[src/rycc_pkg.sv]
// Shared types, coefficient constants and helper functions of the color converter.
// Used by every module of the converter; depends on nothing.
package rycc_pkg;

  // register indexes of the configuration port
  localparam logic [7:0] REG_DIRECTION  = 8'd0;
  localparam logic [7:0] REG_BLUE_FIRST = 8'd1;

  localparam int NUM_COEF  = 13;
  localparam int PROD_W    = 29;
  localparam int SUM_W     = 32;
  localparam int FRAC_BITS = 20;

  // coefficient indexes: forward luma, forward chroma, inverse terms
  localparam logic [3:0] COEF_Y_R   = 4'd0;
  localparam logic [3:0] COEF_Y_G   = 4'd1;
  localparam logic [3:0] COEF_Y_B   = 4'd2;
  localparam logic [3:0] COEF_CR_R  = 4'd3;
  localparam logic [3:0] COEF_CR_G  = 4'd4;
  localparam logic [3:0] COEF_CR_B  = 4'd5;
  localparam logic [3:0] COEF_CB_R  = 4'd6;
  localparam logic [3:0] COEF_CB_G  = 4'd7;
  localparam logic [3:0] COEF_CB_B  = 4'd8;
  localparam logic [3:0] COEF_R_CR  = 4'd9;
  localparam logic [3:0] COEF_G_CR  = 4'd10;
  localparam logic [3:0] COEF_G_CB  = 4'd11;
  localparam logic [3:0] COEF_B_CB  = 4'd12;

  // single-precision mantissas, value = mant * 2^-(shift + 20)
  localparam logic [23:0] COEF_MANT [NUM_COEF] = '{
    24'd10032775, 24'd9848226,  24'd15300821,
    24'd16770941, 24'd14043570, 24'd10909485,
    24'd11316970, 24'd11108799, 24'd16767284,
    24'd11769217, 24'd11978932, 24'd11542725, 24'd14873002
  };
  localparam logic [2:0] COEF_SHIFT [NUM_COEF] = '{
    3'd5, 3'd4, 3'd7,
    3'd5, 3'd5, 3'd7,
    3'd6, 3'd5, 3'd5,
    3'd3, 3'd4, 3'd5, 3'd3
  };

  // inverse offsets trunc(k * 128 * 2^20) and the chroma bias
  localparam logic [27:0] OFS_R_CR   = 28'd188307472;
  localparam logic [27:0] OFS_G_CR   = 28'd95831456;
  localparam logic [27:0] OFS_G_CB   = 28'd46170900;
  localparam logic [27:0] OFS_B_CB   = 28'd237968032;
  localparam logic [27:0] OFS_CHROMA = 28'd134217728;

  // control that travels with each pixel
  typedef struct packed {
    logic inverse;
    logic blue_first;
    logic frame_end;
  } ctrl_t;

  // first stage: all coefficient products
  typedef struct packed {
    logic [NUM_COEF-1:0][PROD_W-1:0] prod;
    logic [7:0]                      luma;
    ctrl_t                           ctrl;
  } prod_t;

  // second stage: the three fixed-point sums
  typedef struct packed {
    logic signed [SUM_W-1:0] sum_a;
    logic signed [SUM_W-1:0] sum_b;
    logic signed [SUM_W-1:0] sum_c;
    ctrl_t                   ctrl;
  } sum_t;

  // trunc(j * c * 2^20) for coefficient t
  function automatic logic [PROD_W-1:0] coef_product(input logic [3:0] t,
                                                     input logic [7:0] j);
    logic [31:0] p;
    p = 32'(j) * 32'(COEF_MANT[t]);
    p = p >> COEF_SHIFT[t];
    return p[PROD_W-1:0];
  endfunction

  // floor shift by the fraction bits and clamp to 0..255
  function automatic logic [7:0] sat8(input logic signed [SUM_W-1:0] s);
    logic signed [SUM_W-1:0] sh;
    logic signed [11:0]      v;
    sh = s >>> FRAC_BITS;
    v  = sh[11:0];
    if (v < 0) return 8'd0;
    else if (v > 12'sd255) return 8'd255;
    else return v[7:0];
  endfunction

endpackage

[src/rgb_ycbcr_color_converter_unit.sv]
// Top level of the RGB / full-range BT.601 Y,Cr,Cb color converter.
// Depends on rycc_pkg, rycc_product_stage, rycc_sum_stage and rycc_clamp_stage.
//
// Pixels enter on the input channel (in_valid/in_ready, comp_a..comp_c and
// frame_end) and leave on the output channel (out_valid/out_ready, out_a..out_c
// and frame_end_out), one result per pixel, in order.
// Configuration: cfg_valid/cfg_ready with cfg_index and cfg_data; index 0 is
// direction (0 rgb to Y,Cr,Cb, 1 the inverse), index 1 is blue_first (rgb side
// ordered B,G,R). Only bit 0 of cfg_data is used; other indexes are ignored.
// cfg_ready is always high; write only while no pixel is in flight.
// A pixel accepted at the input passes through the three register stages in order
// (products, sums, clamp and output register) before it is on the outputs and can
// be taken.
// Throughput: one pixel per cycle, sustained while out_ready stays high.
// When the receiver stalls, each stage holds its data and the pipeline fills;
// in_ready falls only once all three stages are occupied. Nothing is dropped.
// Reset (rst, synchronous): the pipeline empties and both registers return to 0.
module rgb_ycbcr_color_converter_unit import rycc_pkg::*; (
  input  logic       clk,
  input  logic       rst,
  input  logic       cfg_valid,
  output logic       cfg_ready,
  input  logic [7:0] cfg_index,
  input  logic [7:0] cfg_data,
  input  logic       in_valid,
  output logic       in_ready,
  input  logic [7:0] comp_a,
  input  logic [7:0] comp_b,
  input  logic [7:0] comp_c,
  input  logic       frame_end,
  output logic       out_valid,
  input  logic       out_ready,
  output logic [7:0] out_a,
  output logic [7:0] out_b,
  output logic [7:0] out_c,
  output logic       frame_end_out
);

  logic  direction;
  logic  blue_first;
  ctrl_t ctrl_in;
  logic  prod_valid;
  logic  prod_ready;
  prod_t prod_data;
  logic  sum_valid;
  logic  sum_ready;
  sum_t  sum_data;

  assign cfg_ready = 1'b1;

  // configuration registers
  always_ff @(posedge clk) begin
    if (rst) begin
      direction  <= 1'b0;
      blue_first <= 1'b0;
    end else if (cfg_valid) begin
      if (cfg_index == REG_DIRECTION) begin
        direction <= cfg_data[0];
      end else if (cfg_index == REG_BLUE_FIRST) begin
        blue_first <= cfg_data[0];
      end
    end
  end

  // per-pixel control
  always_comb begin
    ctrl_in.inverse    = direction;
    ctrl_in.blue_first = blue_first;
    ctrl_in.frame_end  = frame_end;
  end

  rycc_product_stage u_product (
    .clk         (clk),
    .rst         (rst),
    .in_valid    (in_valid),
    .in_ready    (in_ready),
    .comp_a      (comp_a),
    .comp_b      (comp_b),
    .comp_c      (comp_c),
    .ctrl_in     (ctrl_in),
    .stage_valid (prod_valid),
    .stage_ready (prod_ready),
    .stage_data  (prod_data)
  );

  rycc_sum_stage u_sum (
    .clk         (clk),
    .rst         (rst),
    .in_valid    (prod_valid),
    .in_ready    (prod_ready),
    .in_data     (prod_data),
    .stage_valid (sum_valid),
    .stage_ready (sum_ready),
    .stage_data  (sum_data)
  );

  rycc_clamp_stage u_clamp (
    .clk           (clk),
    .rst           (rst),
    .in_valid      (sum_valid),
    .in_ready      (sum_ready),
    .in_data       (sum_data),
    .out_valid     (out_valid),
    .out_ready     (out_ready),
    .out_a         (out_a),
    .out_b         (out_b),
    .out_c         (out_c),
    .frame_end_out (frame_end_out)
  );

endmodule

[src/rycc_product_stage.sv]
// First pipeline stage: component selection and coefficient products.
// Depends on rycc_pkg.
module rycc_product_stage import rycc_pkg::*; (
  input  logic       clk,
  input  logic       rst,
  input  logic       in_valid,
  output logic       in_ready,
  input  logic [7:0] comp_a,
  input  logic [7:0] comp_b,
  input  logic [7:0] comp_c,
  input  ctrl_t      ctrl_in,
  output logic       stage_valid,
  input  logic       stage_ready,
  output prod_t      stage_data
);

  logic       vld;
  prod_t      data;
  prod_t      data_next;
  logic [7:0] red;
  logic [7:0] blue;

  assign in_ready    = !vld || stage_ready;
  assign stage_valid = vld;
  assign stage_data  = data;

  // rgb side order
  always_comb begin
    red  = ctrl_in.blue_first ? comp_c : comp_a;
    blue = ctrl_in.blue_first ? comp_a : comp_c;
  end

  // constant products
  always_comb begin
    data_next.prod[COEF_Y_R]  = coef_product(COEF_Y_R, red);
    data_next.prod[COEF_Y_G]  = coef_product(COEF_Y_G, comp_b);
    data_next.prod[COEF_Y_B]  = coef_product(COEF_Y_B, blue);
    data_next.prod[COEF_CR_R] = coef_product(COEF_CR_R, red);
    data_next.prod[COEF_CR_G] = coef_product(COEF_CR_G, comp_b);
    data_next.prod[COEF_CR_B] = coef_product(COEF_CR_B, blue);
    data_next.prod[COEF_CB_R] = coef_product(COEF_CB_R, red);
    data_next.prod[COEF_CB_G] = coef_product(COEF_CB_G, comp_b);
    data_next.prod[COEF_CB_B] = coef_product(COEF_CB_B, blue);
    data_next.prod[COEF_R_CR] = coef_product(COEF_R_CR, comp_b);
    data_next.prod[COEF_G_CR] = coef_product(COEF_G_CR, comp_b);
    data_next.prod[COEF_G_CB] = coef_product(COEF_G_CB, comp_c);
    data_next.prod[COEF_B_CB] = coef_product(COEF_B_CB, comp_c);
    data_next.luma            = comp_a;
    data_next.ctrl            = ctrl_in;
  end

  // stage register
  always_ff @(posedge clk) begin
    if (rst) begin
      vld <= 1'b0;
    end else if (in_ready) begin
      vld <= in_valid;
    end
    if (in_ready && in_valid) begin
      data <= data_next;
    end
  end

endmodule

[src/rycc_sum_stage.sv]
// Second pipeline stage: forward or inverse fixed-point sums.
// Depends on rycc_pkg.
module rycc_sum_stage import rycc_pkg::*; (
  input  logic  clk,
  input  logic  rst,
  input  logic  in_valid,
  output logic  in_ready,
  input  prod_t in_data,
  output logic  stage_valid,
  input  logic  stage_ready,
  output sum_t  stage_data
);

  logic                    vld;
  sum_t                    data;
  sum_t                    data_next;
  logic signed [SUM_W-1:0] p [NUM_COEF];
  logic signed [SUM_W-1:0] luma_fx;
  logic signed [SUM_W-1:0] bias;

  assign in_ready    = !vld || stage_ready;
  assign stage_valid = vld;
  assign stage_data  = data;

  // widen products to signed sums
  always_comb begin
    for (int i = 0; i < NUM_COEF; i++) begin
      p[i] = SUM_W'(in_data.prod[i]);
    end
    luma_fx = SUM_W'({in_data.luma, FRAC_BITS'(0)});
    bias    = SUM_W'(OFS_CHROMA);
  end

  // three sums, selected by direction
  always_comb begin
    data_next.ctrl = in_data.ctrl;
    if (in_data.ctrl.inverse) begin
      data_next.sum_a = luma_fx + p[COEF_R_CR] - SUM_W'(OFS_R_CR);
      data_next.sum_b = luma_fx - p[COEF_G_CR] + SUM_W'(OFS_G_CR)
                        - p[COEF_G_CB] + SUM_W'(OFS_G_CB);
      data_next.sum_c = luma_fx + p[COEF_B_CB] - SUM_W'(OFS_B_CB);
    end else begin
      data_next.sum_a = p[COEF_Y_R] + p[COEF_Y_G] + p[COEF_Y_B];
      data_next.sum_b = p[COEF_CR_R] - p[COEF_CR_G] - p[COEF_CR_B] + bias;
      data_next.sum_c = p[COEF_CB_B] - p[COEF_CB_R] - p[COEF_CB_G] + bias;
    end
  end

  // stage register
  always_ff @(posedge clk) begin
    if (rst) begin
      vld <= 1'b0;
    end else if (in_ready) begin
      vld <= in_valid;
    end
    if (in_ready && in_valid) begin
      data <= data_next;
    end
  end

endmodule

[src/rycc_clamp_stage.sv]
// Last pipeline stage: floor shift, saturation, rgb order and output register.
// Depends on rycc_pkg.
module rycc_clamp_stage import rycc_pkg::*; (
  input  logic       clk,
  input  logic       rst,
  input  logic       in_valid,
  output logic       in_ready,
  input  sum_t       in_data,
  output logic       out_valid,
  input  logic       out_ready,
  output logic [7:0] out_a,
  output logic [7:0] out_b,
  output logic [7:0] out_c,
  output logic       frame_end_out
);

  logic       vld;
  logic [7:0] res_a;
  logic [7:0] res_b;
  logic [7:0] res_c;
  logic [7:0] sat_a;
  logic [7:0] sat_c;
  logic       fe;
  logic       swap;

  assign in_ready      = !vld || out_ready;
  assign out_valid     = vld;
  assign out_a         = res_a;
  assign out_b         = res_b;
  assign out_c         = res_c;
  assign frame_end_out = fe;

  // clamp and swap red and blue on the inverse path when blue_first is set
  always_comb begin
    sat_a = sat8(in_data.sum_a);
    sat_c = sat8(in_data.sum_c);
    swap  = in_data.ctrl.inverse && in_data.ctrl.blue_first;
  end

  // output register
  always_ff @(posedge clk) begin
    if (rst) begin
      vld <= 1'b0;
    end else if (in_ready) begin
      vld <= in_valid;
    end
    if (in_ready && in_valid) begin
      res_a <= swap ? sat_c : sat_a;
      res_b <= sat8(in_data.sum_b);
      res_c <= swap ? sat_a : sat_c;
      fe    <= in_data.ctrl.frame_end;
    end
  end

endmodule

[config.mk]
export PLATFORM = sky130hd
export DESIGN_NAME = rgb_ycbcr_color_converter_unit
export DESIGN_NICKNAME = d
export VERILOG_FILES = /design/src/rycc_pkg.sv /design/src/rgb_ycbcr_color_converter_unit.sv /design/src/rycc_product_stage.sv /design/src/rycc_sum_stage.sv /design/src/rycc_clamp_stage.sv
export SDC_FILE = /design/constraint.sdc
export NUM_CORES = 2
export LEC_CHECK = 0
export ABC_AREA = 0
export BUFFER_PORTS_ARGS = -buffer_cell sky130_fd_sc_hd__buf_4
export CAP_MARGIN = 20
export CORE_ASPECT_RATIO = 0.5
export CORE_MARGIN = 8
export CORE_UTILIZATION = 25
export CTS_CLUSTER_DIAMETER = 50
export CTS_CLUSTER_SIZE = 30
export DETAILED_ROUTE_END_ITERATION = 7
export GPL_ROUTABILITY_DRIVEN = 1
export PLACE_DENSITY = 0.37
export SLEW_MARGIN = 10
export SYNTH_ARGS = -nofsm -noshare
export SYNTH_HDL_FRONTEND = slang
export SYNTH_SLANG_ARGS = --single-unit
[constraint.sdc]
create_clock -name clk -period 20.8 [get_ports clk]
set_input_delay 0 -clock clk [delete_from_list [all_inputs] [get_ports clk]]
set_output_delay 0 -clock clk [all_outputs]
set_load 0.03 [all_outputs]
==> impl.org <==
** Setup path
- STA classifies the critical path startpoint as a register.
- Data on the critical path is required at its endpoint by between 20,000 and 25,000 ps.
- The worst register-to-register path begins at blue_first.
- Arr. time, crit path :: between 8000 and 9000 ps
- Largest fanout on the critical path :: 17
- Startpoint-to-endpoint class of the critical path :: reg2reg
- Setup crit end kind :: register
- Worst setup startpoint :: blue_first

** STA
- Layout Skew :: roughly 95 ps
- Setup repair after global routing left no endpoint under its margin.
- Post-route clock period utilization :: 0.376
- The count of final hold-check violations is 0.
- Setup tns final :: 0 ps
- For the pin with the worst max-slew slack, the measured transition is 1090 ps.
- The max-slew violation count is 0.
- Headroom to the max-slew limit :: 0.256
- Subtracting the final worst setup slack from the clock period gives 7820 ps.
- Achievable clock frequency :: roughly 130 MHz
- Total of endpoints with negative setup slack in the final report :: 0

** Placed design
- In this run the tool buffered the top-level ports with 65 buffer cells.
- Placed Instance Area :: 58,500 sq um
- RD Place Congestion :: roughly 0.87
- The wire-length estimate of the detail-placed layout is between 100,000 and 150,000 um.

** Clock network
- Clock root cell :: clkbuf_16
- Count of buffers added by post-CTS timing repair for setup :: 0
- After clock tree synthesis, the clock-pin slew on the worst setup and hold paths is 70 ps.
- In this run, CTS created clock tree buffers numbering 60.
- The H-tree was split into 2 levels.
- For the worst-skew pair, the clock arrives at the later sink with an insertion delay of about 740 ps.
- Clock sink total :: ~420
- TritonCTS built the clock tree.
- No sink is reached through more buffers than the 3 on the longest clock path.

** Yosys
- Commonest cells in the netlist :: ha_1, inv_1, fa_1
- Most frequently used cell type in the post-synthesis netlist :: ha_1
- Mean instance size in the synthesized netlist :: about 10 sq um
- Number of standard cells after synthesis :: 5,387
- Share of synthesized flip-flops with an asynchronous set or reset :: 0
- Synthesis inferred ~420 register bits.
- Primary FF master, synth :: edfxtp_1
- The largest total area in the synthesized netlist belongs to ha_1.
- Number of synthesized flops with an enable pin :: 418
- For this run, the register share of the synthesized area comes to 0.233.
- Post-Synthesis Net Count :: 6,950
- Warning count from the yosys run :: 0
- Proportion of netlist area held by the largest area contributor :: 0.243
- Synthesis instantiated 84 different standard cells from the library.
- Ranked by total cell area, the synthesized netlist is headed by ha_1, edfxtp_1, fa_1, inv_1, xnor2_1.
- The mapped netlist covers between 50,000 and 60,000 sq um.

** Routing
- Drt wl/cell :: between 20 and 25 um
- Remaining number of nets flagged by the antenna check after routing :: 0
- The detailed router placed just under 40,000 vias in this run.
- Detailed routing placed a total of 5890 um of wire on met3.
- M1 wire length :: 89,900 um
- Summed over all nets, wire length on met2 after detailed routing comes to between 70,000 and 80,000 um.
- Post-route DRC violation count :: 0
- After detailed routing, the number of vias per cell comes to 4.58.
- Highest metal used :: met4
- The first detailed-routing pass took 5 iterations.
- Summed over all layers, the routed wires come to 176,000 um.
- Starting DRT DRC Count :: 2,004

** Layout
- Fraction of layout cells with a size suffix above 1 :: 0.0519
- Count of filler cells inserted in the layout :: 22,674
- The area growth from synthesis to layout is 12.6%.
- Final standard cell area without fillers :: 61,100 sq um
- Area taken by flip-flops and latches :: around 13,000 sq um
- In the final layout, the multi-input gates occupy 37,900 sq um.
- Final-stage net count :: just over 7,000

** Global routing
- Via count of the first global-routing pass :: around 40,000
- Number of antenna violations at the first check in global routing :: 5
- Overall Global Routing Usage :: 0.149
- Wire length of the first global-routing pass :: approximately 260,000 um
- Entering global routing, the biggest net connects 74 pins.
- Gr ovfl total :: 0

** Die
- Die ar. :: between 200,000 and 250,000 sq um
- The die is ~670 um wide.
- Initial cell density of the core :: 0.251
- Num ports :: 74
- In this run the core area contains around 120 standard-cell rows.
- The core region is roughly 220,000 sq um.
- From bottom edge to top edge, the die measures 345 um.

** Min path
- Classification of the worst-slack hold path :: in2reg
- Hold path start :: comp_b[1]

** Flow run
- Across the run, the number of max-cap violations was 0.

** Run status
- The run finished with clean final reports.
[cell usage in the layout (no fill, tap or decap), types with 54 or more instances in the layout]
master | netlist | layout
inv_1 | 975 | 975
nor3_1 | 91 | 91
nor2_1 | 326 | 326
clkbuf_16 | 0 | 60
fa_1 | 462 | 462
xor2_1 | 128 | 128
nor2b_1 | 55 | 54
a21oi_1 | 305 | 305
buf_4 | 1 | 98
o21ai_0 | 160 | 156
o21a_1 | 84 | 84
ha_1 | 1055 | 1055
a21o_1 | 153 | 153
edfxtp_1 | 418 | 418
xnor2_1 | 286 | 286
nand3_1 | 75 | 75
nand2_1 | 192 | 192
[final timing paths]
check                                                 end  slack [ps]  cells after the start
worst min register to register        u_sum.stage_data[0]         430                      0
worst min-delay path             u_product.stage_data[42]          60                      3
worst max register to register  u_product.stage_data[180]       12980                     19
worst max-delay path            u_product.stage_data[180]       12980                     19
[cell families after synthesis]
| group | count (synthesis) | share of synthesized area |
|---|---|---|
| xor+xnor | 414 | 0.0668 |
| flops | 423 | 0.233 |
| mux | 36 | 0.00724 |
| buf+inv | 1008 | 0.0698 |
| compound gates | 1017 | 0.123 |
| fa+ha+maj | 1517 | 0.414 |
| simple gates | 971 | 0.0864 |
| other cells | 1 | 0.0000691 |
[sequential cells by signal, summed over array words and instances, names as in the netlist, 8 cells and up]
name and cells:
u_product.stage_data 354, u_sum.stage_data 39, u_clamp.out_a 8, u_clamp.out_b 8
u_clamp.out_c 8
[metrics by stage]
stage               cells  worst slack [ps]  hold WS [ps]   util
finish               8496             12980          59.3  0.282
CTS                  8492             12990          7.47  0.282
global placement     8339             13080           182  0.270
floorplan            5387               203          69.1      -
detailed placement   8343             13020           187  0.270
global route         8494             12550          32.1  0.282
[what timing repair did]
item                                    CTS  global route
hold endpoints to repair                 47             0
endpoints found under the setup margin    0             0
resized for setup                         0             0
hold buffers                             35             0
[worst max-delay path, stage by stage (launching register included)]
cell	delay (ps)
dfxtp_1	620
buf_4	330
o21a_1	670
inv_1	570
ha_1	850
inv_1	240
fa_1	490
fa_1	560
inv_1	70
fa_1	440
ha_1	340
o21a_1	150
o2111ai_1	100
o211ai_1	440
nand4_1	190
a2111oi_1	620
o21ai_0	230
a21boi_1	340
o21bai_1	150
xnor2_1	140
[cell type report]
| type | instances | area share |
|---|---|---|
| Clock buffer | 62 | 0.0247 |
| Inverter | 975 | 0.0599 |
| Clock inverter | 52 | 0.0112 |
| Sequential cell | 423 | 0.207 |
| Tap cell | 2890 | 0.0592 |
| Antenna cell | 2 | 0.0000819 |
| Timing Repair Buffer | 136 | 0.0183 |
| Multi-Input combinational cell | 3956 | 0.620 |
[routing by layer]
metal | vias up | global-route usage
met5 | - | 0
met4 | 0 | 0.0267
met3 | 125 | 0.0195
met2 | 521 | 0.235
met1 | 19318 | 0.218
li1 | 18945 | -
Power is not shown: default switching activity piles up to over one toggle a cycle in this logic, so the estimate is an artifact.
